**config.mk**
```make
export PLATFORM = sky130hd
export DESIGN_NAME = lccs_queue
export DESIGN_NICKNAME = d
export VERILOG_FILES = /design/src/sv/lccs_pkg.sv /design/src/sv/lccs_queue.sv
export SDC_FILE = /design/constraint.sdc
export NUM_CORES = 1
export LEC_CHECK = 0
export BUFFER_PORTS_ARGS = -buffer_cell sky130_fd_sc_hd__buf_2
export CORE_UTILIZATION = 55
export DETAILED_ROUTE_END_ITERATION = 10
export PLACE_DENSITY = 0.86
export SLEW_MARGIN = 20
export SYNTH_ARGS = -nofsm -noshare
export SYNTH_HDL_FRONTEND = slang
export SYNTH_SLANG_ARGS = --single-unit
export TNS_END_PERCENT = 10
```
**constraint.sdc**
```tcl
create_clock -name clk -period 6.8 [get_ports clk]
set_input_delay 1.36 -clock clk [delete_from_list [all_inputs] [get_ports clk]]
set_output_delay 1.36 -clock clk [all_outputs]
set_load 0.005 [all_outputs]
```
**src/sv/lccs_pkg.sv**
```systemverilog
// ----------------------------------------------------------------------------
// lccs_pkg
// shared types, codes and sizes for the least cost capacity server selector
// ----------------------------------------------------------------------------
package lccs_pkg;

  localparam int SERVERS     = 16;
  localparam int COST_BITS   = 16;
  localparam int LOAD_BITS   = 16;
  localparam int IDX_W       = $clog2(SERVERS);
  localparam int COUNT_W     = $clog2(SERVERS + 1);
  localparam int ADDR_W      = 2 * IDX_W;
  localparam int QUEUE_DEPTH = 2;
  localparam int QPTR_W      = $clog2(QUEUE_DEPTH);
  localparam int QFILL_W     = $clog2(QUEUE_DEPTH + 1);

  localparam logic [COST_BITS-1:0] NO_LINK  = {COST_BITS{1'b1}};
  localparam logic [LOAD_BITS-1:0] LOAD_MAX = {LOAD_BITS{1'b1}};

  // command codes on the input field
  localparam logic [1:0] CMD_DISTRIBUTE = 2'd0;
  localparam logic [1:0] CMD_COMPLETE   = 2'd1;
  localparam logic [1:0] CMD_WRITE      = 2'd2;

  // status codes on the result field
  localparam logic [2:0] ST_ASSIGNED  = 3'd0;
  localparam logic [2:0] ST_NONE      = 3'd1;
  localparam logic [2:0] ST_COMPLETED = 3'd2;
  localparam logic [2:0] ST_COMP_ERR  = 3'd3;
  localparam logic [2:0] ST_WRITTEN   = 3'd4;

  // configuration register indexes
  localparam logic REG_SERVERS_IN_USE = 1'b0;
  localparam logic REG_LOAD_LIMIT     = 1'b1;

  typedef enum logic [1:0] {
    OP_DISTRIBUTE,
    OP_COMPLETE,
    OP_WRITE
  } op_t;

  typedef struct packed {
    logic [1:0]  command;
    logic [3:0]  server;
    logic [3:0]  target;
    logic [15:0] cost;
  } in_item_t;

  typedef struct packed {
    logic [2:0]  status;
    logic [3:0]  chosen;
    logic [15:0] load;
  } out_item_t;

  typedef struct packed {
    logic [COUNT_W-1:0]   count;
    logic [LOAD_BITS-1:0] load_limit;
  } cfg_t;

  typedef struct packed {
    op_t                  op;
    logic                 in_range;
    logic [IDX_W-1:0]     server;
    logic [IDX_W-1:0]     target;
    logic [COST_BITS-1:0] cost;
  } job_t;

  typedef struct packed {
    logic full;
    logic empty;
  } queue_status_t;

endpackage

```
**src/sv/lccs_queue.sv**
```systemverilog
// ----------------------------------------------------------------------------
// lccs_queue
// short job queue between the front and the back
// ----------------------------------------------------------------------------
module lccs_queue (
  input  logic                     clk,
  input  logic                     rst,
  input  logic                     push,
  input  lccs_pkg::job_t           push_job,
  input  logic                     pop,
  output lccs_pkg::job_t           head,
  output lccs_pkg::queue_status_t  qs
);

  lccs_pkg::job_t                   entries [lccs_pkg::QUEUE_DEPTH];
  logic [lccs_pkg::QPTR_W-1:0]      wr_ptr;
  logic [lccs_pkg::QPTR_W-1:0]      rd_ptr;
  logic [lccs_pkg::QFILL_W-1:0]     fill;

  assign qs.full  = (fill == lccs_pkg::QFILL_W'(lccs_pkg::QUEUE_DEPTH));
  assign qs.empty = (fill == '0);
  assign head     = entries[rd_ptr];

  always_ff @(posedge clk) begin
    if (rst) begin
      wr_ptr <= '0;
      rd_ptr <= '0;
      fill   <= '0;
    end else begin
      if (push) begin
        entries[wr_ptr] <= push_job;
        wr_ptr <= (wr_ptr == lccs_pkg::QPTR_W'(lccs_pkg::QUEUE_DEPTH - 1)) ? '0 : wr_ptr + 1'b1;
      end
      if (pop) begin
        rd_ptr <= (rd_ptr == lccs_pkg::QPTR_W'(lccs_pkg::QUEUE_DEPTH - 1)) ? '0 : rd_ptr + 1'b1;
      end
      case ({push, pop})
        2'b10:   fill <= fill + 1'b1;
        2'b01:   fill <= fill - 1'b1;
        default: fill <= fill;
      endcase
    end
  end

endmodule

```
======== After elaboration in Yosys (flattened, before gate mapping) ========
Memories as Yosys holds them, arrays and structs flattened. A register that Yosys moved wholly into a read port is not among the register bits.
Cells that the tools add are included.
word-level totals
  bits in registers ....................... 4
  latch bits .............................. 0
  memory bits (writable) .................. 54
  memory bits (read-only) ................. 0
  input port bits ......................... 31
  logic and storage cells ................. 21
  memories kept ........................... 1
memory list
  name     depth  bits a word  rd ports  clocked after Yosys merged registers in  wr ports  RTL line          source
  entries  2      27           1         1                                        1         lccs_queue.sv:15  lccs_pkg::job_t entries [lccs_pkg::QUEUE_DEPTH];
cells by class
  add/subtract/negate cells ............... 4
  $mul .................................... 0
  div/mod/pow operators ................... 0
  magnitude comparators ................... 0
  eq/ne operators ......................... 3
  shifts and indexed selects .............. 0
  multiplexer cells ....................... 8
  bitwise operators ....................... 0
  reduce and logical (&&, ||, !) cells .... 2
operators with widths
  cell                                               count
  2-to-1 mux 1 bit                                   7
  == test 2 bit (second input constant)              2
  one-hot mux 2 bit (2 select lines)                 1
  adder 1 bit (second input constant)                2
  adder 2 x 1 -> 2 bit (second input constant)       1
  == test 2 x 1 -> 1 bit (second input constant)     1
  zero test 2 bit                                    1
  nonzero test 2 bit                                 1
  subtractor 2 x 1 -> 2 bit (second input constant)  1

======== Longest topological paths before layout ========
Gate-level depths: netlist (run 1).
  depth after elaboration ................. 4
  gate-level depth with buffers ........... 5
  depth with buffers taken out ............ 5

======== Least setup slack after synthesis (run 1) ========
OpenSTA, ideal clock, no wires.
  kind .................................... input-to-reg
  start ................................... input port push
  end ..................................... memory entries[1][0] in the netlist's numbering (enable)
  library setup time ...................... 0.451 ns
  arrival time ............................ 3.438 ns
  path slack .............................. 2.911 ns
  stages on the path ...................... 2
  path through ............................ inv_1 > nor3b_1
on the way
  cells in the longest elaborated chain, start to end .. 3
RTL lines
  what                                    RTL line          source
  from (decl)                             lccs_queue.sv:8   input logic push,
  2-to-1 mux 1 bit                        lccs_queue.sv:30  if (push) begin
  2-to-1 mux 1 bit                        lccs_queue.sv:25  if (rst) begin
  2-to-1 mux 1 bit (implied by the code)  lccs_queue.sv:31  entries[wr_ptr] <= push_job;
  to (decl)                               lccs_queue.sv:15
No other way between the ends.

==> results of run 1 <==
==> registers in the layout, summed over array words and instances (netlist names), named ones only <==
| name | cells |
|---|---|
| rd_ptr | 1 |
| wr_ptr | 1 |
| fill | 2 |
| entries | 54 |
==> cells in the final DEF, fill, tap and decap left out <==
cell	n
a21oi_1	1
and2b_2	1
buf_2	59
buf_4	2
bufinv_16	1
clkbuf_1	2
clkbuf_8	9
clkinv_1	2
clkinv_2	1
dfxtp_1	4
dfxtp_2	1
edfxtp_1	54
ha_1	1
inv_1	1
mux2_2	27
nor2_1	5
nor3_2	1
nor3b_2	1
o21ai_0	1
or3_1	1
xnor2_1	3
xor2_1	1
==> worst max-delay path: stages, from the launching register on <==
cell and delay [ps]:
dfxtp_2 740, mux2_2 420, buf_2 130
==> routing by layer <==
layer  wire (um)  up-vias  GRT usage [%]  part of all wire [%]
met1        1360      577           19.7                    40
li1            -      546              -                     -
met3         168        7           10.4                   4.9
met4          64        0           8.89                   1.9
met2        1830       41           32.5                    54
met5           0        -              0                     0
==> power breakdown <==
| part | internal (mW) | total [mW] | leakage, nW | switching [mW] |
|---|---|---|---|---|
| Sequential | 0.414 | 0.425 | 0.538 | 0.0113 |
| Clock | 0.164 | 0.284 | 0.0882 | 0.120 |
| Combinational | 0.0375 | 0.0644 | 0.391 | 0.0270 |
| Total | 0.615 | 0.774 | 1.02 | 0.158 |
==> metrics by stage <==
stage | util, % | total power [mW] | hold slack, ps | instance area [um^2] | setup slack, ps
after floorplan | - | 0.465 | 461 | 2150 | 2910
after global placement | 67.6 | 0.494 | 476 | 2510 | 3810
final | 72.4 | 0.774 | 508 | 2690 | 3820
after CTS | 72.3 | 0.783 | 514 | 2690 | 3390
after detailed placement | 67.6 | 0.498 | 504 | 2510 | 3750
after global routing | 72.4 | 0.807 | 556 | 2690 | 3720
==> final cells by class <==
cell class	count	area, um^2
Inverter	1	3.75
Clock inverter	4	42.5
Timing Repair Buffer	61	310
Tap cell	48	60.1
Fill cell	258	1030
Sequential cell	59	1720
Multi-Input combinational cell	43	418
Clock buffer	11	131
==> cells by family (layout without fill, tap and decap cells) <==
logic type	after synthesis	count (layout)	share of synthesized area, %
muxes	27	27	14.1
adders and majority gates	1	1	0.582
AOI/OAI and AO/OA	2	2	0.465
buffers and inverters	4	77	0.989
and+or+nand+nor	9	9	2.15
DFF	59	59	80.0
xor gates and xnor gates	4	4	1.63
==> worst min-delay path by stage <==
stage | start | to | depth (start not counted)
3_5_place_dp | fill[1] | fill[1] | 2
4_1_cts | fill[1] | fill[1] | 2
6_report | fill[1] | fill[1] | 2
3_3_place_gp | fill[1] | fill[1] | 2
2_1_floorplan | fill[1] | fill[1] | 2
5_1_grt | fill[1] | fill[1] | 2
==> qor.csv, run 1 <==
stage,metric,value,unit
status,status,finished clean,
finish,final std cells w/o fill,227,
synth,register area share after synthesis,80.0,%
placed_design,routability cong.,0.714,
die,I/O pin count,60,
routing,Avg WL per Cell,15.1,um
critical_path,Worst R2R Setup Slack,5530,ps
routing,vias,1171,
placed_design,DP Cell Count,212,
clock_network,total setup buffers inserted after CTS,0,
timing,crit share post-route,43.8,%
timing,fin. max-slew vios,0,
pwr,Worst VDD drop,0.217,mV
critical_path,CP Class,flop to output pin,
timing,fin crit period,2980,ps
pwr,Static Leak,1.02,nW
synth,synth unique cells,16,
critical_path,CP Capture Type,output pin,
timing,Worst Max-Slew Pin Slew,644,ps
clock_network,hold-fix buffers at CTS,0,
grt,number of global-route vias before repair,1251,
min_path,Hold Crit Class,flop to flop,
clock_network,clock buffer depth,2,
synth,Yosys top cell by area,edfxtp_1,
synth,"top cells by area, synth","edfxtp_1, mux2_2, dfxtp_1, xnor2_1, nor2_1",
timing,RSZ-0062 raised after global routing,no,
grt,grt ovf,0,
finish,share of cells above drive strength 1,57.5,%
routing,post-route ant nets,0,
finish,synth-to-layout area growth,25.0,%
grt,Tot GR Track Use,19.4,%
finish,fin nets,207,
grt,global-route wire length before repair,5490,um
routing,Routed WL,3420,um
clock_network,clock-pin slew on the worst setup and hold paths,60,ps
die,die area,0.00416,mm^2
synth,number of flops mapped to enable cells by yosys,54,
routing,DRT iter0 DRCs,30,
critical_path,reg2reg start,wr_ptr,
routing,Post-route DRC,0,
critical_path,crit path launch type,flop,
synth,syn avg cell area,20.3,um^2
die,row count,22,
die,die span in y,64.5,um
critical_path,Worst R2R Path Depth,2,
clock_network,CTS tree,yes,
clock_network,clk root buf,clkbuf_8,
synth,most frequent cell after synthesis,edfxtp_1,
clock_network,clock tree sinks,59,
synth,gate count after technology mapping,106,
critical_path,Worst EP arrival,1620,ps
synth,mapped cell area,0.00215,mm^2
synth,Post-synth top cells,"edfxtp_1, mux2_2, dfxtp_1, nor2_1, xnor2_1",
grt,initial antenna violation count,0,
timing,# setup viols final,0,
die,core area,0.00372,mm^2
synth,top_reg_cell synth,edfxtp_1,
critical_path,Crit Path Max Fanout,27,
critical_path,Reg2Reg Capture Point,entries[1][15],
clock_network,Worst-Skew Late Latency,320,ps
clock_network,TritonCTS buffer count,9,
flow_run,Max-Cap Viols,0,
routing,Vias per Instance,5.16,
timing,maximum clock rate,336,MHz
critical_path,CP endpoint,head[10],
synth,ys async rst share,0,%
timing,final worst clock skew,5.62,ps
grt,maximum number of pins on one net before global-route repair,28,
critical_path,data required time at the worst endpoint,5440,ps
synth,syn_nets,138,
clock_network,H-tree depth,3,
pwr,Pwr Density,288,mW/mm^2
timing,Slew HR,57.1,%
synth,yosys warns,0,
placed_design,IO Port Bufs,59,
timing,Setup TNS,0,ps
die,chip width,64.5,um
timing,Final Hold Fails,0,
die,Initial Util,57.9,%
routing,total iterations of the first detailed-routing run,4,
synth,post-synth top area share,75.4,%
synth,synthesis-stage register bit count,59,
clock_network,post_cts resized,0,
placed_design,hpwl dp,2170,um
finish,# diodes,0,
(Power assumes the default switching activity.)
==> run 2: changes to the inputs <==
--- a/config.mk
+++ b/config.mk
@@ -5,10 +5,11 @@
 export SDC_FILE = /design/constraint.sdc
 export NUM_CORES = 1
 export LEC_CHECK = 0
+export ABC_AREA = 1
 export BUFFER_PORTS_ARGS = -buffer_cell sky130_fd_sc_hd__buf_2
-export CORE_UTILIZATION = 55
+export CORE_UTILIZATION = 46
 export DETAILED_ROUTE_END_ITERATION = 10
-export PLACE_DENSITY = 0.86
+export PLACE_DENSITY = 0.77
 export SLEW_MARGIN = 20
 export SYNTH_ARGS = -nofsm -noshare
 export SYNTH_HDL_FRONTEND = slang
==> constraint.sdc (replaced) <==
create_clock -name clk -period 2.6 [get_ports clk]
set_input_delay 0.52 -clock clk [delete_from_list [all_inputs] [get_ports clk]]
set_output_delay 0.52 -clock clk [all_outputs]
set_load 0.005 [all_outputs]
==> run 2 against run 1 <==
  * Non-clock buffer count increased by 4
  * Worst hold slack got worse by 130 ps
  * Sequential cell count unchanged
  * Combinational power rose to 3.1 times the previous value
  * Setup slack worse by 3400 ps
  * Register-to-register slack worse by 4100 ps
  * Highest routed layer unchanged
==> qor.csv, run 2 <==
stage,metric,value,unit
routing,Avg WL per Cell,14.6,um
timing,Final Hold Fails,0,
finish,max reg flops,54,
timing,final setup margin,462,ps
clock_network,H-tree depth,3,
clock_network,clock buffer depth,2,
placed_design,routability cong.,0.678,
grt,global-route wire length before repair,5980,um
grt,initial antenna violation count,0,
grt,Tot GR Track Use,16.6,%
pwr,Pwr Density,690,mW/mm^2
synth,syn_nets,150,
grt,maximum number of pins on one net before global-route repair,15,
finish,# diodes,0,
routing,Post-route DRC,0,
timing,Setup TNS,0,ps
die,die span in y,72.4,um
pwr,Worst VDD drop,0.414,mV
finish,final std cells w/o fill,263,
timing,maximum clock rate,468,MHz
critical_path,CP Class,flop to output pin,
synth,top_reg_cell synth,edfxtp_1,
clock_network,clk root buf,clkbuf_8,
synth,"top cells by area, synth","edfxtp_1, mux2_4, dfxtp_1, mux2_2, buf_12",
timing,# setup viols final,0,
synth,ys async rst share,0,%
min_path,Hold Crit Class,input pin to flop,
timing,crit share post-route,82.2,%
placed_design,Placement Setup Slack,788,ps
synth,synth unique cells,15,
critical_path,crit path launch type,flop,
clock_network,post_cts resized,0,
die,chip width,72.4,um
finish,most frequent cells in the layout,"buf_2, edfxtp_1, mux2_4",
synth,synthesis-stage register bit count,59,
finish,Top reg by flops,entries,
synth,post-synth top area share,71.1,%
die,core area,0.00475,mm^2
clock_network,Worst-Skew Late Latency,330,ps
finish,fin area,0.00282,mm^2
die,row count,25,
die,Initial Util,48.0,%
clock_network,total setup buffers inserted after CTS,0,
synth,gate count after technology mapping,118,
timing,fin crit period,2140,ps
routing,total iterations of the first detailed-routing run,4,
routing,Routed WL,3850,um
die,I/O pin count,60,
clock_network,CTS tree,yes,
finish,"most common cell after layout, fill and taps aside",buf_2,
critical_path,CP Capture Type,output pin,
critical_path,Worst R2R Setup Slack,1410,ps
routing,DRT iter0 DRCs,47,
synth,Post-synth top cells,"edfxtp_1, mux2_4, nor2_1",
timing,Slew HR,75.0,%
finish,synth-to-layout area growth,23.7,%
timing,fin. max-slew vios,0,
timing,Worst Max-Slew Pin Slew,375,ps
finish,share of cells above drive strength 1,54.1,%
synth,yosys warns,0,
critical_path,Crit Path Max Fanout,14,
clock_network,hold-fix buffers at CTS,0,
clock_network,TritonCTS buffer count,9,
placed_design,DP Cell Count,247,
finish,fin nets,223,
clock_network,clock-pin slew on the worst setup and hold paths,60,ps
finish,"Core Util, Final",59.4,%
routing,vias,1195,
synth,number of flops mapped to enable cells by yosys,54,
die,die area,0.00525,mm^2
routing,Vias per Instance,4.54,
synth,mapped cell area,0.00228,mm^2
placed_design,IO Port Bufs,59,
synth,Yosys top cell by area,edfxtp_1,
synth,most frequent cell after synthesis,edfxtp_1,
placed_design,hpwl dp,2760,um
synth,syn avg cell area,19.3,um^2
critical_path,Worst EP arrival,1620,ps
routing,post-route ant nets,0,
grt,number of global-route vias before repair,1230,
synth,register area share after synthesis,75.4,%
timing,final worst clock skew,6.42,ps
flow_run,Max-Cap Viols,0,
pwr,Static Leak,1.14,nW
placed_design,Post-DP Area,0.00267,mm^2
timing,RSZ-0062 raised after global routing,no,
status,status,finished clean,
finish,Largest regs,"entries (54), fill (2)",
clock_network,clock tree sinks,59,
grt,grt ovf,0,
critical_path,data required time at the worst endpoint,2080,ps
finish,FILL cells,399,
run 2: worst max-delay path, cell delays in order (launching register included):
cell	delay, ps
dfxtp_2	560
buf_4	290
mux2_4	310
buf_2	120
run 2: cell type report:
type	instances	area, um^2	area share [%]
Sequential cell	59	1720	61.0
Multi-Input combinational cell	49	497	17.6
Timing Repair Buffer	65	340	12.1
Clock buffer	12	135	4.79
Tap cell	67	83.8	2.97
Inverter	7	26.3	0.931
Clock inverter	4	17.5	0.621
run 2: logic make-up (layout without fill, tap and decap cells):
logic type	Yosys count	after routing	share of synthesized area (%)
AOI/OAI and AO/OA	3	3	0.658
and+or+nand+nor	17	17	2.96
adders and majority gates	1	1	0.548
xor gates and xnor gates	1	1	0.384
buffers and inverters	10	88	3.40
DFF	59	59	75.4
muxes	27	27	16.6
run 2: per-stage QoR:
stage	total power, mW	hold slack [ps]
after detailed placement	1.32	476
after CTS	1.97	367
after global placement	1.31	452
after global routing	2.04	362
after floorplan	1.24	438
final	1.95	380
run 2: routing by layer:
metal / track usage [%] / wire length [um]
met5: 0 / 0
met2: 29.1 / 2080
met4: 9.80 / 87
met3: 5.83 / 195
met1: 17.2 / 1490
run 2: path summary, 6_finish.rpt:
| kind | from | end | depth (start not counted) |
|---|---|---|---|
| hold / removal | push_job[2] | entries[1][2] | 1 |
| hold reg to reg | wr_ptr | wr_ptr | 2 |
| setup reg to reg | wr_ptr | entries[0][19] | 4 |
| setup / recovery | flop | head[12] | 3 |
run 2: where the power goes:
group          internal (mW)  leakage (nW)  switching [mW]
Clock                  0.336        0.0792           0.317
Sequential              1.08         0.538          0.0213
Combinational          0.113         0.520          0.0853
Total                   1.52          1.14           0.424
