==> config.mk <==
export PLATFORM = sky130hd
export DESIGN_NAME = lccs_front
export DESIGN_NICKNAME = d
export VERILOG_FILES = /design/src/sv/lccs_pkg.sv /design/src/sv/lccs_front.sv
export SDC_FILE = /design/constraint.sdc
export NUM_CORES = 1
export LEC_CHECK = 0
export ABC_AREA = 1
export BUFFER_PORTS_ARGS = -buffer_cell sky130_fd_sc_hd__clkbuf_2
export CAP_MARGIN = 0
export CORE_MARGIN = 3
export CORE_UTILIZATION = 21
export DETAILED_ROUTE_END_ITERATION = 8
export PLACE_DENSITY_LB_ADDON = 0.2
export SYNTH_ARGS = -nofsm -noshare
export SYNTH_HDL_FRONTEND = slang
export SYNTH_SLANG_ARGS = --single-unit
==> constraint.sdc <==
create_clock -name vclk -period 0.8
set_input_delay 0.04 -clock vclk [all_inputs]
set_output_delay 0.04 -clock vclk [all_outputs]
set_load 0.02 [all_outputs]
==> src/sv/lccs_pkg.sv <==
// ----------------------------------------------------------------------------
// lccs_pkg
// shared types, codes and sizes for the least cost capacity server selector
// ----------------------------------------------------------------------------
package lccs_pkg;

  localparam int SERVERS     = 16;
  localparam int COST_BITS   = 16;
  localparam int LOAD_BITS   = 16;
  localparam int IDX_W       = $clog2(SERVERS);
  localparam int COUNT_W     = $clog2(SERVERS + 1);
  localparam int ADDR_W      = 2 * IDX_W;
  localparam int QUEUE_DEPTH = 2;
  localparam int QPTR_W      = $clog2(QUEUE_DEPTH);
  localparam int QFILL_W     = $clog2(QUEUE_DEPTH + 1);

  localparam logic [COST_BITS-1:0] NO_LINK  = {COST_BITS{1'b1}};
  localparam logic [LOAD_BITS-1:0] LOAD_MAX = {LOAD_BITS{1'b1}};

  // command codes on the input field
  localparam logic [1:0] CMD_DISTRIBUTE = 2'd0;
  localparam logic [1:0] CMD_COMPLETE   = 2'd1;
  localparam logic [1:0] CMD_WRITE      = 2'd2;

  // status codes on the result field
  localparam logic [2:0] ST_ASSIGNED  = 3'd0;
  localparam logic [2:0] ST_NONE      = 3'd1;
  localparam logic [2:0] ST_COMPLETED = 3'd2;
  localparam logic [2:0] ST_COMP_ERR  = 3'd3;
  localparam logic [2:0] ST_WRITTEN   = 3'd4;

  // configuration register indexes
  localparam logic REG_SERVERS_IN_USE = 1'b0;
  localparam logic REG_LOAD_LIMIT     = 1'b1;

  typedef enum logic [1:0] {
    OP_DISTRIBUTE,
    OP_COMPLETE,
    OP_WRITE
  } op_t;

  typedef struct packed {
    logic [1:0]  command;
    logic [3:0]  server;
    logic [3:0]  target;
    logic [15:0] cost;
  } in_item_t;

  typedef struct packed {
    logic [2:0]  status;
    logic [3:0]  chosen;
    logic [15:0] load;
  } out_item_t;

  typedef struct packed {
    logic [COUNT_W-1:0]   count;
    logic [LOAD_BITS-1:0] load_limit;
  } cfg_t;

  typedef struct packed {
    op_t                  op;
    logic                 in_range;
    logic [IDX_W-1:0]     server;
    logic [IDX_W-1:0]     target;
    logic [COST_BITS-1:0] cost;
  } job_t;

  typedef struct packed {
    logic full;
    logic empty;
  } queue_status_t;

endpackage

==> src/sv/lccs_front.sv <==
// ----------------------------------------------------------------------------
// lccs_front
// accepts command transactions and turns them into jobs for the queue
// ----------------------------------------------------------------------------
module lccs_front (
  input  logic                     start,
  input  lccs_pkg::in_item_t       request,
  input  lccs_pkg::cfg_t           cfg,
  input  lccs_pkg::queue_status_t  qs,
  output logic                     busy,
  output logic                     push,
  output lccs_pkg::job_t           job
);

  logic accept;
  logic valid_cmd;

  assign busy   = qs.full;
  assign accept = start && !qs.full;

  always_comb begin
    valid_cmd    = 1'b1;
    job.op       = lccs_pkg::OP_DISTRIBUTE;
    job.in_range = ({1'b0, request.server} < cfg.count);
    job.server   = request.server;
    job.target   = request.target;
    job.cost     = request.cost;
    case (request.command)
      lccs_pkg::CMD_DISTRIBUTE: job.op = lccs_pkg::OP_DISTRIBUTE;
      lccs_pkg::CMD_COMPLETE:   job.op = lccs_pkg::OP_COMPLETE;
      lccs_pkg::CMD_WRITE:      job.op = lccs_pkg::OP_WRITE;
      default: begin
        // unused code: taken and dropped
        valid_cmd = 1'b0;
      end
    endcase
  end

  assign push = accept && valid_cmd;

endmodule

# After elaboration in Yosys (flattened, before gate mapping)
# Index checks and enable logic that the tools add are counted.
# op_classes
n_addsub	0
n_mul	0
div_mod_pow	0
n_lt_le_gt_ge	1
eq_ne	2
n_shift	0
muxes	2
bitwise_logic	0
n_reduce_logical	5
# ops
cell	n
$lt 4x5->1	1
$pmux 2 s2	1
$reduce_or 3->1	1
$eq 2x1->1 const B	1
$eq 2x2->1 const B	1
$logic_and 1x1->1	2
$logic_not 2->1	1
$logic_not 1->1	1
$mux 1	1
# totals
regBits	0
latch_bits	0
ram_bits	0
romBits	0
inputBits	50
out_inout_bits	29
wordCells	10
memories	0

# Logic depth before layout (Yosys ltp)
# Gate-level depths: netlist of the first run.
# depth
ltp_word	4
ltp_mapped	7
mapped_depth_nobuf	7

# Worst setup path before layout of the first run
# Ideal clock, no wire load.
# synth_path
path_kind	input to output
from	in cfg[18] in the netlist's numbering
to	out job[24] in the netlist's numbering
arrival_ps	796
required_ps	760
setup_slack_ps	-36
cell_stages	7
path_buffers	0
cell_sequence	inv_1 > ha_1 > nand2_1 > nand2_1 > nand2_1 > nand2_1 > nor2_1
# synth_lines
item	line_no	rtl
start, declared	lccs_front.sv:8	input lccs_pkg::cfg_t cfg,
end, declared	lccs_front.sv:12	output lccs_pkg::job_t job

==> key figures, run 1 <==
Place
  • Post-place instance area: 269.0 sq um
  • Port bufs: 22
  • Hpwl dp: between 400 and 500 microns
  • Setup WS pre-CTS: -0.1114 ns
  • Routability cong.: 0.6116

Critical path
  • Worst path required time: ~0.76 ns
  • Master of the slowest instance on the critical path: ha_4
  • CP Max Fanout: 2
  • Most frequent CP cell: nand2_1
  • Critical-path cell list: clkbuf_2, ha_4, nand2_1, nand2_1, nand2_1, nand2_1, nor2_2, clkbuf_8
  • Crit end category: output port
  • Element type at the critical path start: input port
  • Worst path max stage delay: 0.24 ns
  • Worst EP arrival: 0.82 ns
  • Crit Path Class: input port to output port

Logic synthesis
  • Largest family of logic cells by synthesized area: buffers and inverters
  • Synth Area in XOR/XNOR: 0
  • Post-Syn Instances: 52
  • Yosys cell types: 7
  • Compound-cell area share of the yosys netlist: 0.01575
  • Synth Warn #: 0
  • Commonest cells in the netlist: buf_4 (25), inv_1 (9), nand2_1 (7)
  • Most numerous cell in the Yosys netlist: buf_4
  • Synth Area in Simple Gates: 0.1693
  • Mapped Nets: 105
  • Seq/Total Area, Yosys: 0
  • Top area cells in the synthesized netlist: buf_4 (59%), ha_1 (12%), inv_1 (11%)
  • Post-synthesis mux area share: 0
  • Syn_area_per_cell: a little over 6 sq um
  • Post-synth top area share: 0.5906
  • Synth Cell Area: 317.8 sq um
  • Post-synth top area cell: buf_4
  • Post-Synth Adder-Cell Area: 0.1181

Pwr
  • Tot Pwr: 0.1795 mW
  • Worst VDD drop: approximately 170 uV
  • Pleak: 0.2025 nW
  • P per Cell Area: 571.5 nW/um^2

Timing
  • RSZ-0062 raised after global routing: true
  • Relative slew slack: 0.9126
  • Worst slew pin tran: 0.1298 ns
  • Slew Limit Fails: 0
  • Hold_ws: 0.08001 ns
  • Max frequency: around 1.2 GHz
  • Post-route clock period utilization: 1.069
  • Setup Viol. Count Final: 1
  • Final min period: between 0.8 and 0.9 ns
  • Final Hold Violating Endpoints: 0
  • Worst setup margin: -0.05520 ns

GRT
  • Initial antenna violation count: 0
  • Vias in the first global route: 211
  • Global-route wire length before repair: between 700 and 800 microns
  • Gr ovfl total: 0
  • Total track usage: 0.04323
  • Largest net degree at the start of global routing: 3

Clock network
  • Setup bufs post-CTS: 0
  • CTS hold repair buffers: 0

Floorplan
  • I/O Pins: 79
  • Die W: ~45 microns
  • Rows: 13
  • DIE HEIGHT: 44.90 microns
  • Die area: between 2000 and 2500 sq um
  • Starting density of the core: 0.2326
  • Core area: 1366 sq um

Worst hold path
  • HP Class: input port to output port

Layout
  • Post-route cell area: approximately 310 sq um
  • # diodes: 0
  • Layout cell share with drive strength beyond 1: 0.6000
  • Final nets: around 110
  • Fillers: 174
  • Seq cells: 0
  • Clock buffers: 0
  • FF/Latch Area: 0 sq um
  • P&R area growth vs syn: -1.181%

Run status
  • Failing checks: setup timing
  • Outcome: complete, but fails checks

Flow run
  • Max_cap viols: 0

Detailed routing
  • WL/cell: roughly 8.1 microns
  • Mean number of vias per cell: 3.692
  • # DRC: 0
  • Routed wire length: 525 microns
  • Via count: 240
  • 1st-pass router iterations: 2
  • Routed Antenna Nets: 0
  • DRT iter0 DRCs: 2
==> cell type report <==
type | instances | area [sq um] | area share
Timing Repair Buffer | 23 | 135.1 | 0.4303
Multi-Input combinational cell | 18 | 126.4 | 0.4024
Inverter | 9 | 33.78 | 0.1076
Tap cell | 15 | 18.77 | 0.05976
==> cells in the final DEF, fill, tap and decap left out <==
cell type  instances
clkbuf_2          20
nand2_1            7
inv_1              6
nor2_1             4
inv_2              3
nor2_2             2
ha_4               2
clkbuf_8           2
o21ai_0            1
nand3_1            1
ha_1               1
buf_4              1
==> metrics by stage <==
step            TNS, ns  utilization  std cells
3_5_place_dp    -0.1114       0.1969         65
5_1_grt         -0.1195       0.2299         65
2_1_floorplan         0            -         52
4_1_cts        -0.06415       0.2280         65
3_3_place_gp    -0.1186       0.1969         65
6_report       -0.05520       0.2299         65
==> power by group <==
group          total (mW)  switching, mW  internal, mW
sequential              0              0             0
combinational       0.179         0.0942        0.0853
clock                   0              0             0
total               0.179         0.0942        0.0853
==> worst paths after layout <==
path               startpoint       to  slack [ns]  cells past startpoint
setup / recovery  request[22]  job[24]       -0.06                      8
hold / removal    request[10]  job[10]        0.08                      0
==> logic make-up after synthesis <==
group,Yosys count
AOI/OAI and AO/OA,1
adders and majority gates,3
buffers and inverters,34
and+or+nand+nor,14
==> critical path, delay by kind of cell <==
family	cells	cell delay, ns
AND/OR/NAND/NOR	5	0.28
adder cells (fa/ha/maj)	1	0.24
buffers and inverters	2	0.26
==> timing repair <==
| action | 4_1_cts | 5_1_grt |
|---|---|---|
| endpoints found under the setup margin | 1 | 1 |
| pin swaps | 1 | 0 |
| gates resized for setup | 7 | 2 |
==> metal layers <==
layer,GRT usage,routed length [microns],vias to the layer above
met5,0,0,-
met3,0.01992,131,0
li1,-,-,123
met1,0.04048,168,95
met4,0,0,0
met2,0.08883,225,22
(Power assumes the default switching activity.)
==> run 2: changes to the inputs <==
--- a/config.mk
+++ b/config.mk
@@ -12,6 +12,7 @@
 export CORE_UTILIZATION = 21
 export DETAILED_ROUTE_END_ITERATION = 8
 export PLACE_DENSITY_LB_ADDON = 0.2
+export SETUP_SLACK_MARGIN = 0.15
 export SYNTH_ARGS = -nofsm -noshare
 export SYNTH_HDL_FRONTEND = slang
 export SYNTH_SLANG_ARGS = --single-unit
==> run 2 against run 1 <==
Net effect:
- the run still ends with setup timing left
- critical path depth rose by 1
- largest power group unchanged
- critical endpoint unchanged
- wire length fell by 13%
- critical path type unchanged
- sequential cell count did not move
- combinational power rose by 8%
- cell area rose by 8.4%
==> key figures, run 2 (synthesis results as in run 1) <==
Run status
  • Outcome: complete, but fails checks
  • Failing checks: setup timing

Pwr
  • Cell Int Power: 0.09284 mW (+8.9%)
  • Reg power frac: 0 (unchanged)
  • Switching Share: 0.5206 (-0.004209)
  • Clk network pwr share: 0 (unchanged)
  • Tot Pwr: 0.1937 mW (+7.9%)
  • Worst VDD drop: 170.5 uV (-1.4%)
  • Net Sw Power: 0.1008 mW (+7.0%)
  • P per Cell Area: 569.1 nW/um^2 (-0.43%)
  • Comb power frac: 1.000 (about the same)
  • Pleak: 0.2072 nW (+2.3%)

Layout
  • P&R area growth vs syn: 7.086%
  • Fillers: 165 (-5.2%)
  • Seq cells: 0 (unchanged)
  • # diodes: 0 (unchanged)
  • Multi-input logic area: 136.4 sq um (+7.9%)
  • FF/Latch Area: 0 sq um (unchanged)
  • Layout cell share with drive strength beyond 1: 0.6327 (+0.03265)
  • Most frequent cells in the layout: clkbuf_2 (20), inv_1 (6), nand2_1 (6)
  • Commonest non-fill, non-tap cell in the layout: clkbuf_2
  • Final nets: 104 (-0.95%)
  • Clock buffers: 0 (unchanged)
  • Post-route cell area: 340.3 sq um (+8.4%)

Detailed routing
  • Routed Antenna Nets: 0 (unchanged)
  • WL/cell: 7.172 microns (-11%)
  • 1st-pass router iterations: 1 (-1)
  • # DRC: 0 (unchanged)
  • Via count: 225 (-6.3%)
  • Routed wire length: 459 microns (-13%)
  • Mean number of vias per cell: 3.516 (-4.8%)
  • DRT iter0 DRCs: 0 (-2)

Floorplan
  • Die area: 2016 sq um (unchanged)
  • Core area: 1366 sq um (unchanged)
  • DIE HEIGHT: 44.90 microns (unchanged)
  • Starting density of the core: 0.2326 (unchanged)
  • Rows: 13 (unchanged)
  • I/O Pins: 79 (unchanged)
  • Die W: 44.90 microns (unchanged)

Worst hold path
  • HP Class: input port to output port

Timing
  • Setup Viol. Count Final: 1 (unchanged)
  • Worst slew pin tran: 0.1272 ns (-0.002546 ns)
  • Post-route clock period utilization: 1.099 (+0.02989)
  • RSZ-0062 raised after global routing: true
  • Slew Limit Fails: 0 (unchanged)
  • Final Hold Violating Endpoints: 0 (unchanged)
  • Final min period: 0.8791 ns (+0.02392 ns)
  • Worst setup margin: -0.07912 ns (-0.02392 ns)
  • Max frequency: 1.138 GHz (-2.7%)
  • Relative slew slack: 0.9143 (+0.001715)

Critical path
  • Crit Path Class: input port to output port
  • Crit end category: output port
  • Element type at the critical path start: input port
  • CP Max Fanout: 2 (unchanged)
  • Worst EP arrival: 0.84 ns (+0.02 ns)
  • Worst path required time: 0.76 ns (about the same)

Place
  • Hpwl dp: 434 microns (-2.8%)
  • Port bufs: 22 (unchanged)
  • Post-place instance area: 306.5 sq um (+14%)
  • Routability cong.: 0.6565 (+7.3%)

GRT
  • Largest net degree at the start of global routing: 3 (unchanged)
  • Initial antenna violation count: 0 (unchanged)
  • Gr ovfl total: 0 (unchanged)
  • Vias in the first global route: 199 (-5.7%)
  • Total track usage: 0.04160 (-0.001631)
  • Global-route wire length before repair: 690 microns (-4.7%)

Flow run
  • Max_cap viols: 0 (unchanged)
## run 2: area by class of cell
| type | count | share of cell area |
|---|---|---|
| Tap cell | 15 | 0.05515 |
| Multi-Input combinational cell | 18 | 0.4007 |
| Inverter | 9 | 0.1360 |
| Timing Repair Buffer | 22 | 0.4081 |
## run 2: per-layer routing
| layer | up-vias | GRT usage | wire length [microns] |
|---|---|---|---|
| met4 | 0 | 0 | 0 |
| met3 | 0 | 0.01992 | 89 |
| li1 | 123 | - | - |
| met2 | 12 | 0.07163 | 209 |
| met5 | - | 0 | 0 |
| met1 | 90 | 0.05000 | 161 |
## run 2: final timing paths
kind / to / depth (start not counted) / start / slack (ns)
worst max-delay path: job[24] / 9 / cfg[18] / -0.08
worst min-delay path: job[10] / 0 / request[10] / 0.08
## run 2: critical path: stages
cell,delay (ns)
clkbuf_16,0.12
inv_12,0.03
ha_4,0.22
nand2_1,0.05
nand2_1,0.05
nand2_1,0.07
nand2_2,0.06
nor2_4,0.07
clkbuf_8,0.14
## run 2: stage by stage
step | worst slack, ns | cells | utilization | TNS, ns | hold slack (ns)
floorplan | 0.1058 | 52 | - | 0 | 0.1598
global placement | -0.1963 | 64 | 0.2244 | -0.1963 | 0.08014
detailed placement | -0.2036 | 64 | 0.2244 | -0.2036 | 0.08014
CTS | -0.08287 | 64 | 0.2473 | -0.08287 | 0.08014
global route | -0.1647 | 64 | 0.2491 | -0.1647 | 0.08003
finish | -0.07912 | 64 | 0.2491 | -0.07912 | 0.08001
## run 2: what timing repair did
action | CTS | global route
endpoints found under the setup margin | 1 | 1
hold buffers | 0 | 0
gates resized for setup | 7 | 1
buffers inserted | 0 | 0
pin swaps | 8 | 1
## run 2: power by group through the flow
stage / clock [mW] / sequential [mW] / combinational, mW
3_5_place_dp: 0 / 0 / 0.174
2_1_floorplan: 0 / 0 / 0.263
4_1_cts: 0 / 0 / 0.196
3_3_place_gp: 0 / 0 / 0.175
6_report: 0 / 0 / 0.194
5_1_grt: 0 / 0 / 0.218
==> run 3: changes to the inputs <==
--- a/config.mk
+++ b/config.mk
@@ -12,7 +12,7 @@
 export CORE_UTILIZATION = 21
 export DETAILED_ROUTE_END_ITERATION = 8
 export PLACE_DENSITY_LB_ADDON = 0.2
-export SETUP_SLACK_MARGIN = 0.15
+export SETUP_SLACK_MARGIN = 0.3
 export SYNTH_ARGS = -nofsm -noshare
 export SYNTH_HDL_FRONTEND = slang
 export SYNTH_SLANG_ARGS = --single-unit
==> run 3 against run 2 <==
Net effect:
- critical path type unchanged
- first-iteration DRC count unchanged
- combinational power grew 9%
- final cell count unchanged
- hold slack is the same
- core utilization rose by 2.0 points
- setup slack unchanged
- via count up 2.7%
- critical path depth stayed put
- the run still ends with setup timing left
==> key figures, run 3 (synthesis results as in run 1) <==
Pwr
  • Worst VDD drop: 170.5 uV (about the same)
  • Pleak: 0.2122 nW (+2.4%)
  • Tot Pwr: 0.2112 mW (+9.1%)
  • P per Cell Area: 574.2 nW/um^2 (+0.91%)

Critical path
  • Crit end category: output port
  • Worst EP arrival: 0.84 ns (about the same)
  • Worst path required time: 0.76 ns (about the same)
  • Element type at the critical path start: input port
  • Worst path max stage delay: 0.22 ns (about the same)
  • Crit Path Class: input port to output port
  • Most frequent CP cell: nand2_1
  • CP Max Fanout: 2 (unchanged)
  • Master of the slowest instance on the critical path: ha_4
  • Critical-path cell list: clkbuf_16, inv_12, ha_4, nand2_1, nand2_1, nand2_1, nand2_2, nor2_4, clkbuf_8
  • WP buf/inv: 3 (unchanged)
  • Largest delay share family, worst path: simple AND/OR/NAND/NOR gates

Place
  • Routability cong.: 0.6565 (unchanged)
  • Setup WS pre-CTS: -0.2036 ns (unchanged)
  • Hpwl dp: 434 microns (unchanged)
  • Port bufs: 22 (unchanged)

GRT
  • Total track usage: 0.04160 (unchanged)
  • Gr ovfl total: 0 (unchanged)
  • Largest net degree at the start of global routing: 3 (unchanged)
  • Vias in the first global route: 198 (-0.50%)
  • Initial antenna violation count: 0 (unchanged)
  • Global-route wire length before repair: 690 microns (unchanged)

Layout
  • P&R area growth vs syn: 15.75%
  • # diodes: 0 (unchanged)
  • Final nets: 104 (unchanged)
  • Commonest non-fill, non-tap cell in the layout: clkbuf_2
  • Seq cells: 0 (unchanged)
  • Most frequent cells in the layout: clkbuf_2 (17), nand2_1 (6), inv_1 (4)
  • FF/Latch Area: 0 sq um (unchanged)
  • Layout cell share with drive strength beyond 1: 0.6939 (+0.06122)
  • Fillers: 163 (-1.2%)
  • Multi-input logic area: 140.1 sq um (+2.8%)
  • Clock buffers: 0 (unchanged)

Detailed routing
  • Routed Antenna Nets: 0 (unchanged)
  • # DRC: 0 (unchanged)
  • Via count: 231 (+2.7%)
  • Mean number of vias per cell: 3.609 (+2.7%)
  • Routed wire length: 490 microns (+6.8%)
  • 1st-pass router iterations: 1 (unchanged)
  • DRT iter0 DRCs: 0 (unchanged)
  • WL/cell: 7.656 microns (+6.8%)

Timing
  • Final Hold Violating Endpoints: 0 (unchanged)
  • Max frequency: 1.138 GHz (unchanged)
  • Worst setup margin: -0.07912 ns (unchanged)
  • Post-route clock period utilization: 1.099 (unchanged)
  • Relative slew slack: 0.9142 (about the same)
  • Slew Limit Fails: 0 (unchanged)
  • Setup Viol. Count Final: 1 (unchanged)
  • RSZ-0062 raised after global routing: true
  • Worst slew pin tran: 0.1286 ns (+0.001323 ns)
  • Final min period: 0.8791 ns (unchanged)

Flow run
  • Max_cap viols: 0 (unchanged)

Clock network
  • CTS hold repair buffers: 0 (unchanged)

Floorplan
  • Starting density of the core: 0.2326 (unchanged)
  • Rows: 13 (unchanged)
  • Core area: 1366 sq um (unchanged)
  • DIE HEIGHT: 44.90 microns (unchanged)
  • I/O Pins: 79 (unchanged)
  • Die area: 2016 sq um (unchanged)
  • Die W: 44.90 microns (unchanged)

Run status
  • Failing checks: setup timing
  • Outcome: complete, but fails checks

Worst hold path
  • HP Class: input port to output port
-- run 3: worst paths after layout --
kind / startpoint / endpoint / slack, ns / cells after the start
max: cfg[18] / job[24] / -0.08 / 9
min: request[10] / job[10] / 0.08 / 0
-- run 3: final cells by class --
class / count / share of cell area
Multi-Input combinational cell: 18 / 0.3810
Inverter: 9 / 0.1395
Tap cell: 15 / 0.05102
Timing Repair Buffer: 22 / 0.4286
-- run 3: timing repair --
| action | 4_1_cts | 5_1_grt |
|---|---|---|
| resized for setup | 11 | 9 |
| endpoints found under the setup margin | 2 | 4 |
| pin swaps | 8 | 3 |
| setup buffers | 0 | 0 |
-- run 3: per-layer routing --
metal,track usage,vias to the layer above,wire [microns]
li1,-,123,-
met1,0.05000,96,167
met2,0.07163,12,234
met3,0.01992,0,89
met4,0,0,0
met5,0,-,0
-- run 3: where the power goes --
group | internal [mW] | total (mW) | switching, mW
clock | 0 | 0 | 0
combinational | 0.105 | 0.211 | 0.106
sequential | 0 | 0 | 0
-- run 3: per-stage QoR --
stage | utilization | hold slack, ns | cell area [sq um] | instances | setup TNS (ns)
floorplan | - | 0.1598 | 365.4 | 52 | 0
global placement | 0.2244 | 0.08014 | 306.5 | 64 | -0.1963
detailed placement | 0.2244 | 0.08014 | 306.5 | 64 | -0.2036
CTS | 0.2491 | 0.08014 | 340.3 | 64 | -0.08287
global route | 0.2692 | 0.08003 | 367.9 | 64 | -0.1636
finish | 0.2692 | 0.08001 | 367.9 | 64 | -0.07912
